### config.mk
export PLATFORM = sky130hd
export DESIGN_NAME = rmq_front
export DESIGN_NICKNAME = d
export VERILOG_FILES = /design/src/hdl/rmq_pkg.sv /design/src/hdl/rmq_front.sv
export SDC_FILE = /design/constraint.sdc
export NUM_CORES = 1
export LEC_CHECK = 0
export BUFFER_PORTS_ARGS = -buffer_cell sky130_fd_sc_hd__buf_4
export CAP_MARGIN = 20
export CORE_ASPECT_RATIO = 2
export CORE_MARGIN = 4
export CORE_UTILIZATION = 63
export DETAILED_ROUTE_END_ITERATION = 8
export PLACE_DENSITY = 0.84
export SLEW_MARGIN = 20
export SYNTH_ARGS = -nofsm -noshare
export SYNTH_HDL_FRONTEND = slang
export SYNTH_SLANG_ARGS = --single-unit
### constraint.sdc
create_clock -name i_clk -period 12.5 [get_ports i_clk]
set_input_delay 1.25 -clock i_clk [delete_from_list [all_inputs] [get_ports i_clk]]
set_output_delay 1.25 -clock i_clk [all_outputs]
set_load 0.05 [all_outputs]
### src/hdl/rmq_pkg.sv
// Shared types and constants for the rotation matrix to quaternion unit.
package rmq_pkg;

    localparam int W = 16;
    localparam int F = W - 2;
    // radicand: 1 + up to three entries, W+2 bits signed
    localparam int RW = W + 2;
    // sqrt argument rad << F, unsigned
    localparam int SAW = RW + F;
    // root width
    localparam int ROW = (SAW + 1) / 2;
    // numerator: difference or sum of two entries
    localparam int NW = W + 1;
    // dividend magnitude (mag << F) + s/2
    localparam int DW = NW + F + 1;
    // divisor s = 2*root
    localparam int SW = ROW + 1;
    // quotient bits kept: enough to detect saturation
    localparam int QW = W + 1;

    localparam logic [1:0] BR_TRACE = 2'd0;
    localparam logic [1:0] BR_X     = 2'd1;
    localparam logic [1:0] BR_Y     = 2'd2;
    localparam logic [1:0] BR_Z     = 2'd3;

    typedef struct packed {
        logic signed [W-1:0] m00;
        logic signed [W-1:0] m01;
        logic signed [W-1:0] m02;
        logic signed [W-1:0] m10;
        logic signed [W-1:0] m11;
        logic signed [W-1:0] m12;
        logic signed [W-1:0] m20;
        logic signed [W-1:0] m21;
        logic signed [W-1:0] m22;
    } t_in;

    typedef struct packed {
        logic signed [W-1:0] qw;
        logic signed [W-1:0] qx;
        logic signed [W-1:0] qy;
        logic signed [W-1:0] qz;
        logic [1:0]          branch_taken;
        logic                not_rotation;
    } t_out;

    // per-item side information carried along the pipe
    typedef struct packed {
        logic [1:0]          br;
        logic                bad;
        logic signed [NW-1:0] n0;   // lands in qx / qy / qx / qx for trace / X / Y / Z
        logic signed [NW-1:0] n1;
        logic signed [NW-1:0] n2;
    } t_side;

endpackage

### src/hdl/rmq_front.sv
// Branch selection, radicand and off-diagonal numerators (one register stage).
module rmq_front (
    input  logic             i_clk,
    input  logic             i_en,
    input  rmq_pkg::t_in     i_in,
    output logic [rmq_pkg::SAW-1:0] o_sq_arg,
    output rmq_pkg::t_side   o_side
);
    import rmq_pkg::*;

    logic signed [RW-1:0] a00, a11, a22, tr, rad;
    logic [1:0] br;
    logic signed [NW-1:0] d21, d02, d10, s10, s02, s21;
    t_side n_side;
    logic [SAW-1:0] r_arg;
    t_side r_side;

    always_comb begin
        a00 = RW'(i_in.m00);
        a11 = RW'(i_in.m11);
        a22 = RW'(i_in.m22);
        tr  = a00 + a11 + a22;
        d21 = NW'(i_in.m21) - NW'(i_in.m12);
        d02 = NW'(i_in.m02) - NW'(i_in.m20);
        d10 = NW'(i_in.m10) - NW'(i_in.m01);
        s10 = NW'(i_in.m10) + NW'(i_in.m01);
        s02 = NW'(i_in.m02) + NW'(i_in.m20);
        s21 = NW'(i_in.m21) + NW'(i_in.m12);
        if (tr > 0) begin
            br  = BR_TRACE;
            rad = (RW'(1) <<< F) + tr;
        end else if (a00 > a11 && a00 > a22) begin
            br  = BR_X;
            rad = (RW'(1) <<< F) + a00 - a11 - a22;
        end else if (a11 > a22) begin
            br  = BR_Y;
            rad = (RW'(1) <<< F) + a11 - a00 - a22;
        end else begin
            br  = BR_Z;
            rad = (RW'(1) <<< F) + a22 - a00 - a11;
        end
        n_side.br  = br;
        n_side.bad = (rad <= 0);
        // n0..n2: numerators of the three quotients, in slot order skipping the diagonal
        case (br)
            BR_TRACE: begin n_side.n0 = d21; n_side.n1 = d02; n_side.n2 = d10; end
            BR_X:     begin n_side.n0 = s10; n_side.n1 = s02; n_side.n2 = d21; end
            BR_Y:     begin n_side.n0 = s10; n_side.n1 = s21; n_side.n2 = d02; end
            default:  begin n_side.n0 = s02; n_side.n1 = s21; n_side.n2 = d10; end
        endcase
    end

    always_ff @(posedge i_clk) begin
        if (i_en) begin
            r_arg  <= n_side.bad ? '0 : (SAW'(unsigned'(rad)) << F);
            r_side <= n_side;
        end
    end

    assign o_sq_arg = r_arg;
    assign o_side   = r_side;
endmodule

# --- Yosys cells after proc, flatten, opt, wreduce, memory -nomap -nowiden ---
# Cells that the tools add are included.
totals:
  input_bits: 146
  register_bits: 86
  word_cells: 41
  output_inout_bits: 86
op_classes:
  muxes: 7
  magnitude_cmp: 5
  eq_ne: 2
  add_sub_neg: 18
  reduce_logical: 2
ops:
  columns: ["cell", "n"]
  rows:
  - ["case mux 51 bit (3 select lines)", 1]
  - ["adder 16 x 16 -> 17 bit", 4]
  - ["two-way mux 18 bit", 3]
  - ["subtractor 17 x 16 -> 18 bit", 3]
  - ["subtractor 18 x 16 -> 18 bit", 3]
  - ["adder 16 x 16 -> 17 bit (first input constant)", 3]
  - ["subtractor 16 x 16 -> 17 bit", 3]
  - ["greater-than comparator 16 bit", 3]
  - ["adder 16 x 18 -> 18 bit (first input constant)", 1]
  - ["adder 17 x 16 -> 18 bit", 1]
  - ["greater-than comparator 18 x 1 -> 1 bit (second input constant)", 1]
  - ["less-or-equal comparator 18 x 1 -> 1 bit (second input constant)", 1]
  - ["two-way mux 2 bit", 2]
  - ["equality test 2 x 1 -> 1 bit (second input constant)", 1]
  - ["equality test 2 bit (second input constant)", 1]
  - ["zero test 2 bit", 1]
  - ["logical AND 1 bit", 1]
  - ["two-way mux 1 bit", 1]

# --- Depth between registers and ports, before layout ---
depth:
  ltp_word: 7
  depth_mapped: 21
  depth_no_buf: 20

# --- Worst setup path after synthesis ---
# No wires, ideal clock.
synth_timing:
  path_kind: "input port to flip-flop"
  from: "input i_in[1] (netlist bit)"
  to: "register r_side, in the netlist o_side[51] (data pin)"
  slack_ns: 6.957
  t_arrival_ns: 5.288
  cell_stages: 20
  required_time_ns: 12.245
  setup_time_ns: 0.255
  path_cell_list: "inv_1 > fa_1 > inv_1 > ha_1 > fa_1 > a21o_2 > nand4_1 > and4b_1 > nor2_1 > a21o_1 > a21oi_1 > xnor2_1 > inv_1 > ha_1 > nand2b_1 > or4b_4 > o31a_4 > and3_1 > a41o_1 > a31o_1"
synth_rtl:
  columns: ["item", "line", "source"]
  rows:
  - ["start, declared", "rmq_front.sv:5", "input rmq_pkg::t_in i_in,"]
  - ["end signal, assigned", "rmq_front.sv:56", "r_side <= n_side;"]
  - ["end, declared", "rmq_front.sv:16", "t_side r_side;"]

==> results.yml <==
timing:
  grt_setup_unrepaired: "no"
  report.final.setup_viol: 0
  finalHoldWorstSlack_ps: 1420
  period_minus_slack_ps: 6480
  slew_viol_final: 0
  maxSlewHeadroom_pct: 30.2
  worst-slew-pin-transition_ps: 1040
  final-hold-violation-count: 0
  clock.fmax_mhz: 154
  setup-tns-final_ps: 0
  final_min_period_over_clock_period_pct: 51.9
clocking:
  tritoncts.num_buffers: 9
  post_cts_resize_count: 0
  cts_max_path_buffers: 2
  cts.root.buffer_cell: "clkbuf_16"
  cts_tree: "done"
  htree_levels: 3
  clk_transition_reported_paths_ps: 60
  post-cts-setup-buffers: 0
  ctsHoldBuffers: 0
  sinks_on_clock_net: 72
yosys:
  synth-edff-count: 72
  synth_seq_area_share_pct: 14.2
  synth_common_cells: "293 x ha_1, 215 x inv_1, 139 x nor2_1, 123 x a21oi_1, 111 x nand2_1"
  ys_top_cells_by_area: "ha_1 24%, edfxtp_1 14%, fa_1 9.7%"
  yosys.cell_types.count: 88
  synthArstFlopShare_pct: 0
  synth.top_cell.area_share_pct: 24.1
  syn_area_per_cell_um2: 8.45
  postSynthRegisterBits: 72
  synth.largest_area_cell: "ha_1"
  synth-warning-count: 0
  netlist_instances: 1800
  synth.most_common_cell: "ha_1"
  mapped_cell_area_mm2: 0.0152
  synth_ff_type: "edfxtp_1"
critical_path:
  timing.critical_path.required_ps: 12570
  cp-start-kind: "input port"
  slowest_stage: "nor2_4"
  setup.worst_path.end_class: "register"
  critical-path-top-delay-family: "compound AO/OA/AOI/OAI gates"
  cp_data_arrival_time_ps: 6550
  worst_path_largest_cell_delay_ps: 690
  critical_path.n_buffers_inverters: 4
  worst-path-max-fanout: 79
  critical_setup_path_kind: "in2reg"
  crit_path_frequent_cell: "inv_1"
  critical_path.cell_chain: "buf_4 > inv_1 > fa_1 > inv_1 > ha_1 > o21a_1 > a221oi_1 > nor2_1 > a22o_1 > o21a_1 > nor2_1 > xnor2_1 > inv_1 > ha_1 > nand2b_1 > or4b_4 > o31a_4 > nor2_4 > a311o_1 > o21ai_0"
layout:
  area_growth_syn_to_layout_pct: 13.5
  num_antenna_cells: 0
  drive_gt1_share_pct: 13.8
  ff_latch_area_mm2: 0.00216
  fill_cells: 1919
  multi_input_comb_area_mm2: 0.0119
  stdcell_count: 2272
  final_core_density_pct: 72.5
  fin_nets: 2493
grt:
  grt_pass1_vias: 14900
  antenna_found_initial: 0
  grt_remaining_overflow: 0
  largest_net_degree_at_the_start_of_global_routing: 80
  grt_use_total_pct: 37.2
  first_pass_grt_wire_length_um: 77900
place:
  numPlacedInstances: 2256
  detailed_place_hpwl_um: 42700
  routabilityCongestion: 1.07
  port_buffers: 217
flow_run:
  cap_violations: 0
pwr:
  pwr-share-comb_pct: 70.3
  p_int_mw: 1.13
  worst_ir_drop_on_vdd_uv: 119
  p_per_area_mw_per_mm2: 136
  power.switching_fraction_pct: 52.1
  p_leak_nw: 8.40
  netSwitchingPower_mw: 1.23
  share_seq_of_total_power_pct: 17.3
  part_of_the_power_in_the_clock_network_pct: 12.4
routing:
  ant_nets: 0
  drt_iter0_markers: 669
  wl_um: 50500
  vias: 14100
  drc: 0
  avgRoutedWirePerCell_um: 22.2
  dr.pass1.iters: 6
  detail_route.vias_per_cell: 6.20
floorplanning:
  design.die.area_mm2: 0.0268
  dieWidth_um: 118
  die_height_um: 228
  design.core.area_mm2: 0.0238
  rows: 80
  floorplan.initialDensity_pct: 63.8
  number_of_i_o_pins: 232
run_status:
  outcome: "finished clean"
hold_path:
  min_path_type: "in2reg"
[per-stage QoR]
step	power [mW]	area (µm²)	worst slack [ps]
2_1_floorplan	1.54	15300	6960
3_3_place_gp	2.02	16900	5460
3_5_place_dp	2.03	16900	5350
4_1_cts	2.33	17300	5720
5_1_grt	2.48	17300	5700
6_report	2.35	17300	6020
[final timing paths]
kind  startpoint  slack (ps)                    to  cells after the start
min     i_in[32]        1420  o_side[17]$_DFFE_PP_                      3
max      i_in[3]        6020  o_side[16]$_DFFE_PP_                     20
[layout by cell type, fill, tap and decap left out, types with 10 or more instances in the layout]
| cell | instances |
|---|---|
| conb_1 | 15 |
| xnor2_1 | 88 |
| o21a_1 | 15 |
| nor2b_1 | 27 |
| a21o_1 | 32 |
| nand2b_1 | 27 |
| fa_1 | 74 |
| a31oi_1 | 19 |
| xor2_1 | 37 |
| a211oi_1 | 19 |
| nand3_1 | 26 |
| ha_1 | 293 |
| nand2_1 | 111 |
| mux2i_1 | 28 |
| nor2_1 | 138 |
| inv_1 | 215 |
| a2111oi_0 | 10 |
| and3_1 | 18 |
| o21ai_0 | 90 |
| or3_1 | 19 |
| nor4_1 | 10 |
| buf_4 | 226 |
| edfxtp_1 | 72 |
| nor3_1 | 47 |
| o31ai_1 | 15 |
| o21bai_1 | 14 |
| a21oi_1 | 123 |
[cell families after synthesis]
group | share of synthesized area (%)
buffers and inverters | 7.80
other | 0.0247
muxes | 2.29
adders and majority gates | 33.9
and+or+nand+nor | 15.4
xor gates and xnor gates | 7.20
AOI/OAI and AO/OA | 19.2
DFF | 14.2
[sequential cells by signal (all words and copies together), names as in the netlist]
register,cells
o_sq_arg,18
o_side,54
[area by class of cell]
type,instances,share of cell area (%)
timing repair buffer,226,9.83
sequential,72,12.5
clock inverter,6,0.536
multi-input combinational,1456,69.0
inverter,215,4.67
clock buffer,10,1.33
tap,287,2.08
[power groups by stage]
stage / combinational (mW) / sequential, mW / clock [mW]
finish: 1.65 / 0.406 / 0.292
global route: 1.77 / 0.410 / 0.300
CTS: 1.63 / 0.405 / 0.295
detailed placement: 1.62 / 0.409 / 0
global placement: 1.61 / 0.410 / 0
floorplan: 0.904 / 0.637 / 0
[tightest hold or removal path, stage by stage]
cell and delay [ps]:
buf_4 90, ha_1 190, mux2i_1 80
[routing by layer]
layer / GRT usage (%) / up-vias / part of all wire [%]
li1: - / 6595 / -
met4: 30.6 / 0 / 10
met5: 0 / - / 0
met2: 73.6 / 565 / 56
met3: 3.79 / 228 / 3.9
met1: 32.7 / 6697 / 31
(Power assumes the default switching activity.)
