<file path="config.mk">
export PLATFORM = sky130hd
export DESIGN_NAME = rmq_sqrt
export DESIGN_NICKNAME = d
export VERILOG_FILES = /design/src/hdl/rmq_pkg.sv /design/src/hdl/rmq_sqrt.sv
export SDC_FILE = /design/constraint.sdc
export NUM_CORES = 1
export LEC_CHECK = 0
export BUFFER_PORTS_ARGS = -buffer_cell sky130_fd_sc_hd__buf_4
export CORE_AREA = 2 2 355 322
export DETAILED_ROUTE_END_ITERATION = 8
export DIE_AREA = 0 0 357 324
export GPL_TIMING_DRIVEN = 1
export MAX_ROUTING_LAYER = met4
export PLACE_DENSITY = 0.67
export SLEW_MARGIN = 10
export SYNTH_ARGS = -nofsm -noshare
export SYNTH_HDL_FRONTEND = slang
export SYNTH_SLANG_ARGS = --single-unit
</file>
<file path="constraint.sdc">
create_clock -name i_clk -period 4 [get_ports i_clk]
set_input_delay 0.4 -clock i_clk [delete_from_list [all_inputs] [get_ports i_clk]]
set_output_delay 0.4 -clock i_clk [all_outputs]
set_load 0.1 [all_outputs]
</file>
<file path="src/hdl/rmq_pkg.sv">
// Shared types and constants for the rotation matrix to quaternion unit.
package rmq_pkg;

    localparam int W = 16;
    localparam int F = W - 2;
    // radicand: 1 + up to three entries, W+2 bits signed
    localparam int RW = W + 2;
    // sqrt argument rad << F, unsigned
    localparam int SAW = RW + F;
    // root width
    localparam int ROW = (SAW + 1) / 2;
    // numerator: difference or sum of two entries
    localparam int NW = W + 1;
    // dividend magnitude (mag << F) + s/2
    localparam int DW = NW + F + 1;
    // divisor s = 2*root
    localparam int SW = ROW + 1;
    // quotient bits kept: enough to detect saturation
    localparam int QW = W + 1;

    localparam logic [1:0] BR_TRACE = 2'd0;
    localparam logic [1:0] BR_X     = 2'd1;
    localparam logic [1:0] BR_Y     = 2'd2;
    localparam logic [1:0] BR_Z     = 2'd3;

    typedef struct packed {
        logic signed [W-1:0] m00;
        logic signed [W-1:0] m01;
        logic signed [W-1:0] m02;
        logic signed [W-1:0] m10;
        logic signed [W-1:0] m11;
        logic signed [W-1:0] m12;
        logic signed [W-1:0] m20;
        logic signed [W-1:0] m21;
        logic signed [W-1:0] m22;
    } t_in;

    typedef struct packed {
        logic signed [W-1:0] qw;
        logic signed [W-1:0] qx;
        logic signed [W-1:0] qy;
        logic signed [W-1:0] qz;
        logic [1:0]          branch_taken;
        logic                not_rotation;
    } t_out;

    // per-item side information carried along the pipe
    typedef struct packed {
        logic [1:0]          br;
        logic                bad;
        logic signed [NW-1:0] n0;   // lands in qx / qy / qx / qx for trace / X / Y / Z
        logic signed [NW-1:0] n1;
        logic signed [NW-1:0] n2;
    } t_side;

endpackage

</file>
<file path="src/hdl/rmq_sqrt.sv">
// Pipelined integer square root, one result bit per stage.
module rmq_sqrt (
    input  logic                    i_clk,
    input  logic                    i_en,
    input  logic [rmq_pkg::SAW-1:0] i_arg,
    input  rmq_pkg::t_side          i_side,
    output logic [rmq_pkg::ROW-1:0] o_root,
    output rmq_pkg::t_side          o_side
);
    import rmq_pkg::*;

    // restoring digit-by-digit: stage k decides root bit ROW-1-k
    logic [2*ROW-1:0] r_rem  [ROW+1];
    logic [ROW-1:0]   r_res  [ROW+1];
    t_side            r_sd   [ROW+1];

    always_comb begin
        r_rem[0] = (2*ROW)'(i_arg);
        r_res[0] = '0;
        r_sd[0]  = i_side;
    end

    for (genvar k = 0; k < ROW; k++) begin : g_st
        localparam int B = ROW - 1 - k;
        logic [2*ROW-1:0] trial;
        logic [2*ROW-1:0] q_rem;
        logic [ROW-1:0]   q_res;
        always_comb begin
            trial = ((2*ROW)'(r_res[k]) << (B + 1)) | ((2*ROW)'(1) << (2 * B));
            if (r_rem[k] >= trial) begin
                q_rem = r_rem[k] - trial;
                q_res = r_res[k] | (ROW'(1) << B);
            end else begin
                q_rem = r_rem[k];
                q_res = r_res[k];
            end
        end
        always_ff @(posedge i_clk) begin
            if (i_en) begin
                r_rem[k+1] <= q_rem;
                r_res[k+1] <= q_res;
                r_sd[k+1]  <= r_sd[k];
            end
        end
    end

    assign o_root = r_res[ROW];
    assign o_side = r_sd[ROW];
endmodule

</file>
=== Yosys cells after proc, flatten, opt, wreduce, memory -nomap -nowiden ===
Cells that the tools add are included.

* Flip-flop bits (word level): 1600
* Input port bits: 88
* Logic and storage cells: 173

* Add/sub/neg operators: 15
* $lt $le $gt $ge: 16
* Mux-type cells: 16

{| class="wikitable"
|+ Operators by type and width
! cell !! count
|-
| $mux 32 || 15
|-
| $ge 32x17->1 || 1
|-
| $ge 32x18->1 || 1
|-
| $ge 32x19->1 || 1
|-
| $ge 32x20->1 || 1
|-
| $ge 32x21->1 || 1
|-
| $ge 32x22->1 || 1
|-
| $ge 32x23->1 || 1
|-
| $ge 32x24->1 || 1
|-
| $ge 32x25->1 || 1
|-
| $ge 32x26->1 || 1
|-
| $ge 32x27->1 || 1
|-
| $ge 32x28->1 || 1
|-
| $ge 32x29->1 || 1
|-
| $ge 32x30->1 || 1
|-
| $ge 32x31->1 || 1
|-
| $ge 32x31->1 const B || 1
|-
| $sub 32x18->32 || 1
|-
| $sub 32x19->32 || 1
|-
| $sub 32x20->32 || 1
|-
| $sub 32x21->32 || 1
|-
| $sub 32x22->32 || 1
|-
| $sub 32x23->32 || 1
|-
| $sub 32x24->32 || 1
|-
| other kinds (9) || 9
|}

=== Depth between registers and ports, before layout ===
* Word-level depth: 2
* Gate-level depth with buffers: 11

=== Worst setup path after synthesis ===
OpenSTA, ideal clock, no wires.

* Kind: flip-flop to flip-flop
* From: register r_rem[176] in the netlist's numbering
* To: register r_rem[155] in the netlist's numbering, data pin
* Path slack: 1.157 ns
* Data required time: 3.742 ns
* Arrival time: 2.584 ns
* Path buffers: 1
* Period minus slack after synthesis: 2.843 ns
* Setup time: 0.258 ns
* Cell stages (with the launch flop): 10
* Cell sequence: edfxtp_1 -> ha_1 -> nand2_1 -> or4b_2 -> o311ai_0 -> nor2_1 -> o21ai_2 -> buf_2 -> nand4b_1 -> xnor2_1

* Word-level cells in the longest chain between the ends: 2
* Elaborated cells between the ends (all ways): 3
* Classes of those cells: add/sub (1); order compare (1); mux (1)

{| class="wikitable"
|+ RTL lines
! what !! line !! text
|-
| start: declaration || rmq_sqrt.sv:13 || <nowiki>logic [2*ROW-1:0] r_rem [ROW+1];</nowiki>
|-
| start signal: indexed assignment || rmq_sqrt.sv:40 || <nowiki>r_rem[k+1] <= q_rem;</nowiki>
|-
| $sub 32x21->32 or $ge 32x21->1 (tied branches) || rmq_sqrt.sv:31, rmq_sqrt.sv:30 ||
|-
| $mux 32 * || rmq_sqrt.sv:30 || <nowiki>if (r_rem[k] >= trial) begin</nowiki>
|-
| named net g_st[11].q_rem[27] || rmq_sqrt.sv:26 || <nowiki>logic [2*ROW-1:0] q_rem;</nowiki>
|}

The timed path passes the listed nets; every way through them passes the cells marked *.
A chain may end at the register's enable or synchronous reset.

=== Worst setup path after layout ===
* From: register r_rem[176] in the netlist's numbering
* To: register r_rem[143] in the netlist's numbering, data pin

* Word-level cells in the longest chain between the ends: 2

{| class="wikitable"
|+ RTL lines
! what !! line
|-
| $ge 32x21->1 || rmq_sqrt.sv:30
|-
| $mux 32 || rmq_sqrt.sv:30
|-
| named net g_st[11].q_rem[15] || rmq_sqrt.sv:26
|}

The timed path passes the listed nets, and every way through them passes these cells.

==> metrics.csv <==
stage,metric,value,unit
pwr,clock network power share,0.364,
clocking,CTS Buf Count,146,
placed_design,PortBufs,157,
placed_design,RD Place Congestion,0.876,
final_layout,Layout Cell Area excl Fill,64100,µm²
clocking,clk slew on worst S/H paths,0.06,ns
clocking,H-tree depth,4,
final_layout,Nets,3769,
flow_run,Max-Cap Viols,0,
floorplan,DIE WIDTH,357,µm
timing,RSZ-0062 raised after global routing,false,
global_route,first-pass GRT wire length,132000,µm
floorplan,Core Rows,117,
logic_synthesis,Cells after Synth,3176,
logic_synthesis,Post-Syn Nets,3414,
setup_path,maximum fanout along the worst path,26,
final_layout,"most common cell after layout, fill and taps aside",edfxtp_1,
pwr,Pleak,23.0,nW
floorplan,core box area,112000,µm²
pwr,VDD IR max,0.000433,V
global_route,largest net degree at the start of global routing,113,
drt,Remaining DRCs,0,
logic_synthesis,Synth async-reset ratio,0,
pwr,Seq pwr share,0.540,
final_layout,most frequent cells in the layout,"1480 x edfxtp_1, 190 x buf_4, 189 x inv_1, 150 x ha_1, 146 x clkbuf_16",
pwr,Pint,0.0275,W
placed_design,DP HPWL,52500,µm
timing,Slew HR,0.254,
floorplan,Initial Utilization,0.495,
pwr,P_sw,0.00842,W
global_route,vias in the first global route,25894,
setup_path,worst r2r path cells,7,
global_route,Total GRT Usage,0.148,
logic_synthesis,Synth Flop Type,edfxtp_1,
global_route,total grt overflow,0,
clocking,clock sink count,1480,
worst_hold_path,Tightest Hold Check Type,input pin to flip-flop,
setup_path,WP data arrival,3.79,ns
logic_synthesis,synth unique cells,69,
timing,Fin Setup TNS,0,ns
logic_synthesis,total number of yosys warnings,0,
setup_path,Worst EP required,4.49,ns
logic_synthesis,Yosys top cell by area,edfxtp_1,
pwr,pwr/cell area,560,nW/µm²
setup_path,CP Capture Type,flip-flop,
floorplan,full die area,116000,µm²
logic_synthesis,Synth Register Bits,1480,
logic_synthesis,top cell type's share of synthesized area,0.801,
drt,DR WL/cell,15.9,µm
drt,drt pass-1 iters,5,
drt,initial DRC count,1637,
floorplan,Die Y,324,µm
pwr,sw frac,0.234,
drt,via count,25935,
final_layout,layout cells sized above 1,0.125,
clocking,"Hold-fix buffers, CTS",86,
pwr,part of the power in combinational logic,0.096,
clocking,Resize count post-CTS,0,
logic_synthesis,register area share after synthesis,0.801,
placed_design,Area after DPL,58600,µm²
clocking,"Setup Fix Bufs, Post-CTS",0,
setup_path,Worst setup SP type,flip-flop,
timing,final setup vio count,0,
pwr,Pwr Total,0.0359,W
timing,Tmin final,3.30,ns
clocking,Root Driver,clkbuf_16,
logic_synthesis,Syn Area/Cell,17.5,µm²
global_route,initial antenna violation count,0,
timing,hold violation total from the final report,0,
timing,worst hold margin,0.171,ns
timing,maximum clock frequency,0.303,GHz
final_layout,Inserted Diodes,0,
clocking,CTS tree,yes,
worst_hold_path,Hold Path Stages,1,
timing,Slew @ Worst Pin,1.12,ns
logic_synthesis,Post-Syn Area,55500,µm²
drt,vias per cell,5.05,
drt,ANT nets after route,0,
floorplan,I/O pin total,158,
timing,Final Cycle Share,0.824,
drt,Post-Route WL,81700,µm
logic_synthesis,largest cells by area after synthesis,"edfxtp_1 80%, ha_1 3.4%, xnor2_1 1.6%",
clocking,Max Root-Sink Buffers,3,
timing,pins over their slew limit,0,
logic_synthesis,number of synthesized flops with an enable pin,1480,
clocking,worst-skew pair later-pin latency,0.78,ns
final_layout,Area Growth Syn to Fin,15.5,%
timing,Final Skew,0.0473,ns
setup_path,Setup Crit Path Kind,flip-flop to flip-flop,
outcome,outcome,completed,
worst paths after layout:
check / start / end / slack, ns
max: r_rem[176]$_DFFE_PP_ / r_rem[143]$_DFFE_PP_ / 0.70
min: i_en / r_sd[860]$_DFFE_PP_ / 0.17
max reg2reg: r_rem[176]$_DFFE_PP_ / r_rem[143]$_DFFE_PP_ / 0.70
min reg2reg: r_sd[673]$_DFFE_PP_ / r_sd[619]$_DFFE_PP_ / 0.40
layout make-up:
class                           count  area [µm²]
Clock inverter                     92         932
Fill cell                        8401       48000
Inverter                          189         709
Clock buffer                      169        3740
Tap cell                         1487        1860
Multi-Input combinational cell   1423        9830
Sequential cell                  1480       44400
Timing Repair Buffer              291        2590
power groups by stage:
stage,Clock [W],Sequential [W],Combinational (W)
2_1_floorplan,0,0.0195,0.00238
3_3_place_gp,0,0.0197,0.00336
3_5_place_dp,0,0.0197,0.00340
4_1_cts,0.0135,0.0194,0.00348
5_1_grt,0.0141,0.0195,0.00386
6_report,0.0131,0.0194,0.00345
sequential cells by signal, summed over array words and instances, names as in the netlist:
signal      flops
r_sd          810
o_side         54
r_rem         480
g_st.trial    120
o_root         16
worst max-delay path, cell delays in order, from the launching register on:
cell and delay, ns:
edfxtp_1 0.39, ha_1 0.40, nand2_1 0.11, or4b_2 0.70
o311ai_0 0.45, nor2_1 0.11, o21ai_2 0.44, mux2_2 0.43
Yosys cell counts (all sizes together), types with 4 or more instances:
cell type / count
a2111oi: 5
a211oi: 17
a21boi: 8
a21o: 28
a21oi: 112
a221oi: 4
a31oi: 14
and2: 8
and3: 7
and4: 8
buf: 66
clkbuf: 18
edfxtp: 1480
ha: 150
inv: 189
mux2: 22
mux2i: 5
nand2: 137
nand2b: 29
nand3: 29
nand3b: 9
nand4: 28
nand4b: 10
nor2: 132
nor2b: 21
nor3: 65
nor3b: 7
nor4: 69
nor4b: 13
o2111ai: 4
o211ai: 13
o21a: 28
o21ai: 126
o21bai: 8
o311ai: 5
o31a: 5
o31ai: 11
o41ai: 4
or2: 7
or3: 31
or4: 21
xnor2: 103
xor2: 92
cell families after synthesis:
kind of cell	share of synthesized area
fa+ha+maj	0.0338
flops	0.801
compound gates	0.0458
xor+xnor	0.0308
buf+inv	0.0227
simple gates	0.0608
mux	0.00563
per-stage QoR:
step / setup slack [ns] / std cells / utilization
final: 0.702 / 5131 / 0.572
after global routing: 0.489 / 5131 / 0.572
after CTS: 0.711 / 5131 / 0.572
after detailed placement: 0.745 / 4784 / 0.522
after global placement: 0.495 / 4784 / 0.522
after floorplan: 1.16 / 3176 / -
layer usage:
layer	routed length, µm	track usage	vias to the layer above
met5	0	-	-
met2	41200	0.248	467
met1	35000	0.177	12437
met3	3330	0.0315	177
met4	2250	0.0583	0
li1	-	-	12854
No activity file was read; power rests on OpenSTA's default activity.
