### src/hdl/rmq_pkg.sv
// Shared types and constants for the rotation matrix to quaternion unit.
package rmq_pkg;

    localparam int W = 16;
    localparam int F = W - 2;
    // radicand: 1 + up to three entries, W+2 bits signed
    localparam int RW = W + 2;
    // sqrt argument rad << F, unsigned
    localparam int SAW = RW + F;
    // root width
    localparam int ROW = (SAW + 1) / 2;
    // numerator: difference or sum of two entries
    localparam int NW = W + 1;
    // dividend magnitude (mag << F) + s/2
    localparam int DW = NW + F + 1;
    // divisor s = 2*root
    localparam int SW = ROW + 1;
    // quotient bits kept: enough to detect saturation
    localparam int QW = W + 1;

    localparam logic [1:0] BR_TRACE = 2'd0;
    localparam logic [1:0] BR_X     = 2'd1;
    localparam logic [1:0] BR_Y     = 2'd2;
    localparam logic [1:0] BR_Z     = 2'd3;

    typedef struct packed {
        logic signed [W-1:0] m00;
        logic signed [W-1:0] m01;
        logic signed [W-1:0] m02;
        logic signed [W-1:0] m10;
        logic signed [W-1:0] m11;
        logic signed [W-1:0] m12;
        logic signed [W-1:0] m20;
        logic signed [W-1:0] m21;
        logic signed [W-1:0] m22;
    } t_in;

    typedef struct packed {
        logic signed [W-1:0] qw;
        logic signed [W-1:0] qx;
        logic signed [W-1:0] qy;
        logic signed [W-1:0] qz;
        logic [1:0]          branch_taken;
        logic                not_rotation;
    } t_out;

    // per-item side information carried along the pipe
    typedef struct packed {
        logic [1:0]          br;
        logic                bad;
        logic signed [NW-1:0] n0;   // lands in qx / qy / qx / qx for trace / X / Y / Z
        logic signed [NW-1:0] n1;
        logic signed [NW-1:0] n2;
    } t_side;

endpackage

### src/hdl/rmq_div.sv
// Pipelined restoring divider: rounded signed quotient, saturated to W bits.
module rmq_div (
    input  logic                       i_clk,
    input  logic                       i_en,
    input  logic signed [rmq_pkg::NW-1:0] i_num,
    input  logic [rmq_pkg::SW-1:0]     i_den,
    output logic signed [rmq_pkg::W-1:0]  o_q
);
    import rmq_pkg::*;

    localparam int PW = SW + 1;
    logic [DW-1:0] r_n   [QW+1];
    logic [PW-1:0] r_p   [QW+1];
    logic [SW-1:0] r_d   [QW+1];
    logic          r_neg [QW+1];
    logic [NW-1:0] mag;

    // high part of the dividend above the quotient bits is the starting remainder;
    // it is below the divisor whenever the quotient fits in QW bits
    always_comb begin
        mag      = i_num[NW-1] ? NW'(-i_num) : NW'(i_num);
        r_n[0]   = (DW'(mag) << F) + DW'(i_den >> 1);
        r_p[0]   = PW'(r_n[0] >> QW);
        r_d[0]   = i_den;
        r_neg[0] = i_num[NW-1];
    end

    // quotient magnitude is small; only low QW bits plus an overflow flag matter
    logic r_ovf [QW+1];
    logic ovf0;
    always_comb begin
        ovf0     = (r_d[0] == '0) || ((r_n[0] >> QW) >= DW'(r_d[0]));
        r_ovf[0] = ovf0;
    end

    for (genvar k = 0; k < QW; k++) begin : g_st
        localparam int B = QW - 1 - k;
        logic [PW-1:0] t;
        logic [PW-1:0] q_p;
        logic          q_bit;
        always_comb begin
            t     = (r_p[k] << 1) | PW'(r_n[k][B]);
            q_bit = (t >= PW'(r_d[k]));
            q_p   = q_bit ? t - PW'(r_d[k]) : t;
        end
        always_ff @(posedge i_clk) begin
            if (i_en) begin
                r_p[k+1]   <= q_p;
                r_d[k+1]   <= r_d[k];
                r_neg[k+1] <= r_neg[k];
                r_ovf[k+1] <= r_ovf[k];
                r_n[k+1]   <= {r_n[k][DW-1:QW], r_n[k][QW-1:0]} & ~(DW'(1) << B)
                              | (DW'(q_bit) << B);
            end
        end
    end

    logic [QW-1:0] qmag;
    logic [W:0]    lim;
    always_comb begin
        qmag = r_n[QW][QW-1:0];
        lim  = (W+1)'(1) << (W - 1);
        if (r_ovf[QW] || (W+1)'(qmag) >= lim)
            o_q = r_neg[QW] ? -$signed(W'(lim)) : W'(lim - 1);
        else
            o_q = r_neg[QW] ? -$signed(W'(qmag)) : $signed(W'(qmag));
    end
endmodule

### config.mk
export PLATFORM = sky130hd
export DESIGN_NAME = rmq_div
export DESIGN_NICKNAME = d
export VERILOG_FILES = /design/src/hdl/rmq_pkg.sv /design/src/hdl/rmq_div.sv
export SDC_FILE = /design/constraint.sdc
export NUM_CORES = 1
export LEC_CHECK = 0
export BUFFER_PORTS_ARGS = -buffer_cell sky130_fd_sc_hd__buf_4
export CORE_ASPECT_RATIO = 1.4
export CORE_MARGIN = 1
export CORE_UTILIZATION = 55
export DETAILED_ROUTE_END_ITERATION = 7
export GPL_TIMING_DRIVEN = 0
export PLACE_DENSITY = 0.76
export SLEW_MARGIN = 10
export SYNTH_ARGS = -nofsm -noshare
export SYNTH_HDL_FRONTEND = slang
export SYNTH_SLANG_ARGS = --single-unit
export TNS_END_PERCENT = 5
### constraint.sdc
create_clock -name i_clk -period 7 [get_ports i_clk]
set_input_delay 0.7 -clock i_clk [delete_from_list [all_inputs] [get_ports i_clk]]
set_output_delay 0.7 -clock i_clk [all_outputs]
set_load 0.01 [all_outputs]
Yosys cells after proc, flatten, opt, wreduce, memory -nomap -nowiden
Cells that the tools add are included.
{ "classes": {"addsub": 19, "magnitude_cmp": 19, "muxes": 20, "bitwise": 34, "reduce_logical": 3} }
{ "ops": {"columns": ["op", "n"], "rows": [
  ["2-to-1 mux 17 bit", 17],
  [">= comparator 18 x 17 -> 1 bit", 16],
  ["OR 18 x 1 -> 18 bit", 16],
  ["subtractor 17 bit", 15],
  ["2-to-1 mux 16 bit", 3],
  ["adder 31 x 16 -> 32 bit", 1],
  [">= comparator 15 x 17 -> 1 bit", 1],
  [">= comparator 16 x 17 -> 1 bit", 1],
  [">= comparator 17 x 16 -> 1 bit (second input constant)", 1],
  ["logical NOT 17 bit", 1],
  ["negation 17 bit", 1],
  ["OR 16 x 17 -> 17 bit", 1],
  ["OR 17 x 1 -> 17 bit", 1],
  ["OR 17 x 10 -> 17 bit", 1],
  ["OR 17 x 11 -> 17 bit", 1],
  ["OR 17 x 12 -> 17 bit", 1],
  ["OR 17 x 13 -> 17 bit", 1],
  ["OR 17 x 14 -> 17 bit", 1],
  ["OR 17 x 15 -> 17 bit", 1],
  ["OR 17 x 16 -> 17 bit", 1],
  ["OR 17 x 2 -> 17 bit", 1],
  ["OR 17 x 3 -> 17 bit", 1],
  ["OR 17 x 4 -> 17 bit", 1],
  ["OR 17 x 5 -> 17 bit", 1],
  ["other kinds (8)", 9]
]} }
{ "totals": {"register_bits": 867, "in_bits": 36, "output_inout_bits": 16, "wordCells": 178} }

Longest topological paths before layout
{ "depth": {"depth_word": 6, "depth_mapped": 20, "ltp_nobuf": 19} }

Worst setup path after synthesis
OpenSTA, ideal clock, no wires.
{ "synth_timing": {"path_kind": "input-to-reg", "start": "in i_num[16] (netlist bit)", "end": "reg r_p[297] (netlist bit), data pin", "setup_ns": 0.260, "arrival_time_ns": 5.081, "required_time_ns": 6.740, "path_slack_ns": 1.659, "cell_stages": 18, "path_buffers": 3, "cell_sequence": "buf_2 -> buf_1 -> o21ai_0 -> ha_1 -> a21oi_1 -> nor4_1 -> nor3b_1 -> xnor2_1 -> ha_1 -> nand2_1 -> nor2_1 -> o211ai_1 -> a31oi_1 -> a21oi_1 -> a21o_1 -> a21oi_1 -> buf_2 -> mux2_2"} }
{ "synth_via": {"elab_chain_len": 6, "elab_cells_between_ends": 7, "classes_between": "3 x add/sub; 1 x order compare; 2 x mux; 1 x bitwise"} }
{ "synth_rtl": {"columns": ["item", "line_no", "source"], "rows": [
  ["start, declared", "rmq_div.sv:5", "input logic signed [rmq_pkg::NW-1:0] i_num,"],
  ["negation 17 bit", "rmq_div.sv:21", "mag = i_num[NW-1] ? NW'(-i_num) : NW'(i_num);"],
  ["2-to-1 mux 17 bit *", "rmq_div.sv:21", null],
  ["adder 31 x 16 -> 32 bit *", "rmq_div.sv:22", "r_n[0] = (DW'(mag) << F) + DW'(i_den >> 1);"],
  ["OR 16 x 1 -> 16 bit *", "rmq_div.sv:42", "t = (r_p[k] << 1) | PW'(r_n[k][B]);"],
  [">= comparator 16 x 17 -> 1 bit *", "rmq_div.sv:43", "q_bit = (t >= PW'(r_d[k]));"],
  ["net g_st[0].q_bit", "rmq_div.sv:40", "logic q_bit;"],
  ["2-to-1 mux 17 bit *", "rmq_div.sv:44", "q_p = q_bit ? t - PW'(r_d[k]) : t;"],
  ["net g_st[0].q_p[9]", "rmq_div.sv:39", "logic [PW-1:0] q_p;"],
  ["end signal, assigned by index", "rmq_div.sv:48", "r_p[k+1] <= q_p;"],
  ["end, declared", "rmq_div.sv:13", "logic [PW-1:0] r_p [QW+1];"]
]} }
Mark *: on every way through the listed nets, which the timed path passes. The rest lies on a longest branch.
A chain may end at the register's enable or synchronous reset.

Worst setup path after layout
{ "layout_timing": {"start": "in i_num[16] (netlist bit)", "end": "reg r_p[299] (netlist bit), data pin"} }
The elaborated chain is that of the path after synthesis.

==> impl_results.html <==
<table>
<tr><th>Metric</th><th>Value</th></tr>
<tr><th colspan="2">Job</th></tr>
<tr><td>Max-cap violation count</td><td>0</td></tr>
<tr><th colspan="2">Worst setup path</th></tr>
<tr><td>Reg2reg setup slack</td><td>approximately 2.6 ns</td></tr>
<tr><td>Critical path class</td><td>input port to flip-flop</td></tr>
<tr><td>Launching point of the worst reg2reg path</td><td>r_n[461]</td></tr>
<tr><td>Critical Path Source</td><td>i_num[16]</td></tr>
<tr><td>Arrival @ worst endpoint</td><td>6.31 ns</td></tr>
<tr><td>Data required, critical path</td><td>7.40 ns</td></tr>
<tr><td>Critical path startpoint category</td><td>input port</td></tr>
<tr><td>Critical-path maximum fanout</td><td>10</td></tr>
<tr><td>Element type at the critical path end</td><td>flip-flop</td></tr>
<tr><th colspan="2">Route</th></tr>
<tr><td>Wire length reported by the detailed router</td><td>87.6 mm</td></tr>
<tr><td>Drt drc</td><td>0</td></tr>
<tr><td>Starting DRC count in detailed routing</td><td>1,516</td></tr>
<tr><td>Vias/cell</td><td>5.80</td></tr>
<tr><td>Number of iterations in the first detailed-routing pass</td><td>5</td></tr>
<tr><td>Antenna Nets Post-Route</td><td>0</td></tr>
<tr><td>Average wire per cell in the routed design</td><td>19.3 um</td></tr>
<tr><td>Total number of vias</td><td>26.3k</td></tr>
<tr><th colspan="2">Die</th></tr>
<tr><td>Chip Width</td><td>230 um</td></tr>
<tr><td>Area of the die</td><td>74,200 um^2</td></tr>
<tr><td>Row Count</td><td>approximately 120</td></tr>
<tr><td>Number of top-level pins</td><td>52</td></tr>
<tr><td>Die height</td><td>around 320 um</td></tr>
<tr><td>Initial core utilization</td><td>0.560</td></tr>
<tr><td>Core Area</td><td>71,800 um^2</td></tr>
<tr><th colspan="2">STA</th></tr>
<tr><td>Period utilization</td><td>0.844</td></tr>
<tr><td>Max Slew Vio Count</td><td>0</td></tr>
<tr><td>Tightest slew margin relative to the limit</td><td>0.351</td></tr>
<tr><td>Setup tns final</td><td>0 ns</td></tr>
<tr><td>Hold violation total from the final report</td><td>0</td></tr>
<tr><td>Unrepaired setup endpoints after global routing</td><td>false</td></tr>
<tr><td>Pin slew with the least headroom to its limit</td><td>between 0.9 and 1 ns</td></tr>
<tr><td>Worst path setup slack after routing</td><td>1.09 ns</td></tr>
<tr><td>Fmax</td><td>169 MHz</td></tr>
<tr><td>Clk_skew</td><td>0.0373 ns</td></tr>
<tr><td>Worst Hold Margin</td><td>about 0.25 ns</td></tr>
<tr><td>Clock period minus final worst setup slack</td><td>approximately 5.9 ns</td></tr>
<tr><td>Setup-failing EPs final</td><td>0</td></tr>
<tr><th colspan="2">Logic synthesis</th></tr>
<tr><td>Average cell area after synthesis</td><td>11.8 um^2</td></tr>
<tr><td>Cell type contributing the most total cell area after synthesis</td><td>edfxtp_1</td></tr>
<tr><td>Biggest area contributors in the synthesized netlist</td><td>edfxtp_1 55%, ha_1 9.6%, mux2_2 3.8%</td></tr>
<tr><td>Total of flip-flops plus latches after synthesis</td><td>734</td></tr>
<tr><td>Number of enable-type register cells in the synthesized netlist</td><td>734</td></tr>
<tr><td>Share of synthesized area occupied by flip-flops and latches</td><td>0.548</td></tr>
<tr><td>Post-synthesis cell count</td><td>between 3k and 4k</td></tr>
<tr><td>Number of warnings issued by yosys</td><td>0</td></tr>
<tr><td>Number of distinct library cells after synthesis</td><td>85</td></tr>
<tr><td>Most instantiated flip-flop cell in the synthesis netlist</td><td>edfxtp_1</td></tr>
<tr><td>Share of flip-flops with an asynchronous set or reset after synthesis</td><td>0</td></tr>
<tr><td>Area of the mapped netlist</td><td>around 40,000 um^2</td></tr>
<tr><td>Share of Yosys cell area claimed by the top area cell type</td><td>0.548</td></tr>
<tr><th colspan="2">Pwr</th></tr>
<tr><td>Static Leakage</td><td>17.9 nW</td></tr>
<tr><td>Total power</td><td>just under 0.02 W</td></tr>
<tr><td>Largest voltage drop on the vdd net</td><td>228 uV</td></tr>
<tr><td>Power density normalized to cell area</td><td>between 400 and 500 nW/um^2</td></tr>
<tr><th colspan="2">Clocking</th></tr>
<tr><td>Post-cts resize count</td><td>0</td></tr>
<tr><td>Clock-pin slew on the worst setup and hold paths</td><td>0.06 ns</td></tr>
<tr><td>Clock buffer count from CTS</td><td>73</td></tr>
<tr><td>Hold buffer count at CTS</td><td>0</td></tr>
<tr><td>Clock tree from TritonCTS</td><td>yes</td></tr>
<tr><td>Post-CTS Setup Inserts</td><td>0</td></tr>
<tr><td># H-tree levels</td><td>3</td></tr>
<tr><td>Worst-Skew Late Latency</td><td>0.66 ns</td></tr>
<tr><td>Maximum clock insertion buffer count</td><td>3</td></tr>
<tr><td>Sink Count</td><td>734</td></tr>
<tr><td>Cell at the root of the clock tree</td><td>clkbuf_16</td></tr>
<tr><th colspan="2">Cells and area</th></tr>
<tr><td>Ratio of cells with drive above 1 in the final layout</td><td>0.101</td></tr>
<tr><td>Area growth, synth to finish</td><td>10.4%</td></tr>
<tr><td>Final nets</td><td>3,897</td></tr>
<tr><td>Sequential cell area</td><td>approximately 22,000 um^2</td></tr>
<tr><td>Fillcell total</td><td>5,568</td></tr>
<tr><td>Number of antenna repair diodes</td><td>0</td></tr>
<tr><td>Share of the core filled with cells</td><td>0.618</td></tr>
<tr><td>Area of combinational cells with multiple inputs</td><td>16,500 um^2</td></tr>
<tr><th colspan="2">Place</th></tr>
<tr><td>RD Place Congestion</td><td>0.941</td></tr>
<tr><td>Post-detail-place hpwl</td><td>about 67 mm</td></tr>
<tr><td>Port Buf Inserts</td><td>between 40 and 50</td></tr>
<tr><td>Worst slack after detailed placement</td><td>0.457 ns</td></tr>
<tr><th colspan="2">Hold path</th></tr>
<tr><td>Path type of the worst min-delay path</td><td>input port to flip-flop</td></tr>
<tr><td>Startpoint of the tightest hold check path</td><td>i_den[8]</td></tr>
<tr><th colspan="2">Global route</th></tr>
<tr><td>Number of global-route vias before repair</td><td>26.9k</td></tr>
<tr><td>Total congestion overflow</td><td>0</td></tr>
<tr><td>Total track usage</td><td>0.238</td></tr>
<tr><td>Global-route wire length before repair</td><td>roughly 140 mm</td></tr>
<tr><td>Pin count of the biggest net entering global routing</td><td>126</td></tr>
<tr><td>Initial antenna violation count</td><td>0</td></tr>
<tr><th colspan="2">Status</th></tr>
<tr><td>Result of the run</td><td>completed</td></tr>
</table>
## area by class of cell
type                    instances  share of cell area
inverters                     367              0.0310
plain buffers                  57             0.00544
multi-input cells            2248               0.373
flip-flops and latches        734               0.497
clock inverters                53              0.0132
well taps                     944              0.0266
clock buffers                  80              0.0417
repair buffers                 56              0.0128
## per-stage QoR
stage / instance area, um^2 / instances
4_1_cts: 44400 / 4539
3_3_place_gp: 41800 / 4399
2_1_floorplan: 40200 / 3406
3_5_place_dp: 42000 / 4406
6_report: 44400 / 4539
5_1_grt: 44400 / 4539
## cell usage after synthesis (11+ instances only)
| cell | n |
|---|---|
| edfxtp_1 | 734 |
| inv_1 | 367 |
| ha_1 | 307 |
| a21oi_1 | 276 |
| nor2_1 | 256 |
| nand2_1 | 167 |
| xnor2_1 | 144 |
| mux2_2 | 135 |
| o21ai_0 | 133 |
| a21o_1 | 93 |
| xor2_1 | 72 |
| nor3_1 | 65 |
| nand3_1 | 47 |
| nor2b_1 | 44 |
| clkbuf_1 | 41 |
| o21a_1 | 39 |
| nand4_1 | 38 |
| or3_1 | 30 |
| nand2b_1 | 29 |
| o31ai_1 | 27 |
| a211oi_1 | 23 |
| mux2i_1 | 23 |
| nor4_1 | 20 |
| a31oi_1 | 19 |
| or2_2 | 19 |
| and3_1 | 18 |
| fa_1 | 17 |
| o22ai_1 | 17 |
| o21bai_1 | 16 |
| a31o_2 | 12 |
| nor3b_1 | 11 |
## report_power, final
group          internal, W  total, W  switching, W
Combinational      0.00374   0.00859       0.00485
Clock              0.00222   0.00397       0.00175
Sequential         0.00642   0.00703      0.000607
Total               0.0124    0.0196       0.00721
## registers in the layout, indices dropped and copies added, names as in the netlist
name	flops
r_n	272
qmag	17
r_p	272
r_ovf	17
r_d	139
r_neg	17
## cells by family (layout without fill, tap and decap cells)
family                     Yosys count  in the layout  synth area share
buffers and inverters              424            613            0.0403
other                                1              2         0.0000933
muxes                              158            158            0.0435
and+or+nand+nor                    777            777            0.0932
adders and majority gates          324            324             0.104
DFF                                734            734             0.548
AOI/OAI and AO/OA                  770            770             0.123
xor gates and xnor gates           217            217            0.0475
## critical path: stages
cell and delay (ns):
buf_4 0.10, buf_2 0.20, buf_1 0.41, o21ai_0 0.25, ha_1 0.33, a21oi_1 0.07
nor4_1 0.74, nor3b_1 0.32, xnor2_1 0.23, ha_1 0.44, nand2_1 0.07, nor2_1 0.21
o211ai_1 0.15, a31oi_1 0.32, a21oi_1 0.13, a21o_1 0.17, a21oi_1 0.68, buf_2 0.42
mux2_2 0.37
## per-layer routing
layer,share of wire,up-vias,global-route usage
li1,-,12800,-
met1,0.33,12700,0.216
met2,0.56,604,0.476
met3,0.029,258,0.0248
met4,0.075,0,0.180
met5,0,-,0
## path summary, 6_finish.rpt
kind | depth (start not counted) | end
min reg2reg | 0 | r_neg[3]
min | 1 | r_n[519]
max reg2reg | 11 | r_p[236]
max | 19 | r_p[299]
## cells in the final DEF, fill, tap and decap left out, types with 39 or more instances in the layout
master       n
a21o_1      93
o21ai_0    133
nor2_1     256
buf_4       48
ha_1       307
clkbuf_16   73
nand2_1    167
mux2_2     135
nor2b_1     44
nand3_1     47
a21oi_1    276
inv_1      367
o21a_1      39
clkbuf_1    48
edfxtp_1   734
xnor2_1    144
xor2_1      72
nor3_1      65
(Power assumes the default switching activity.)
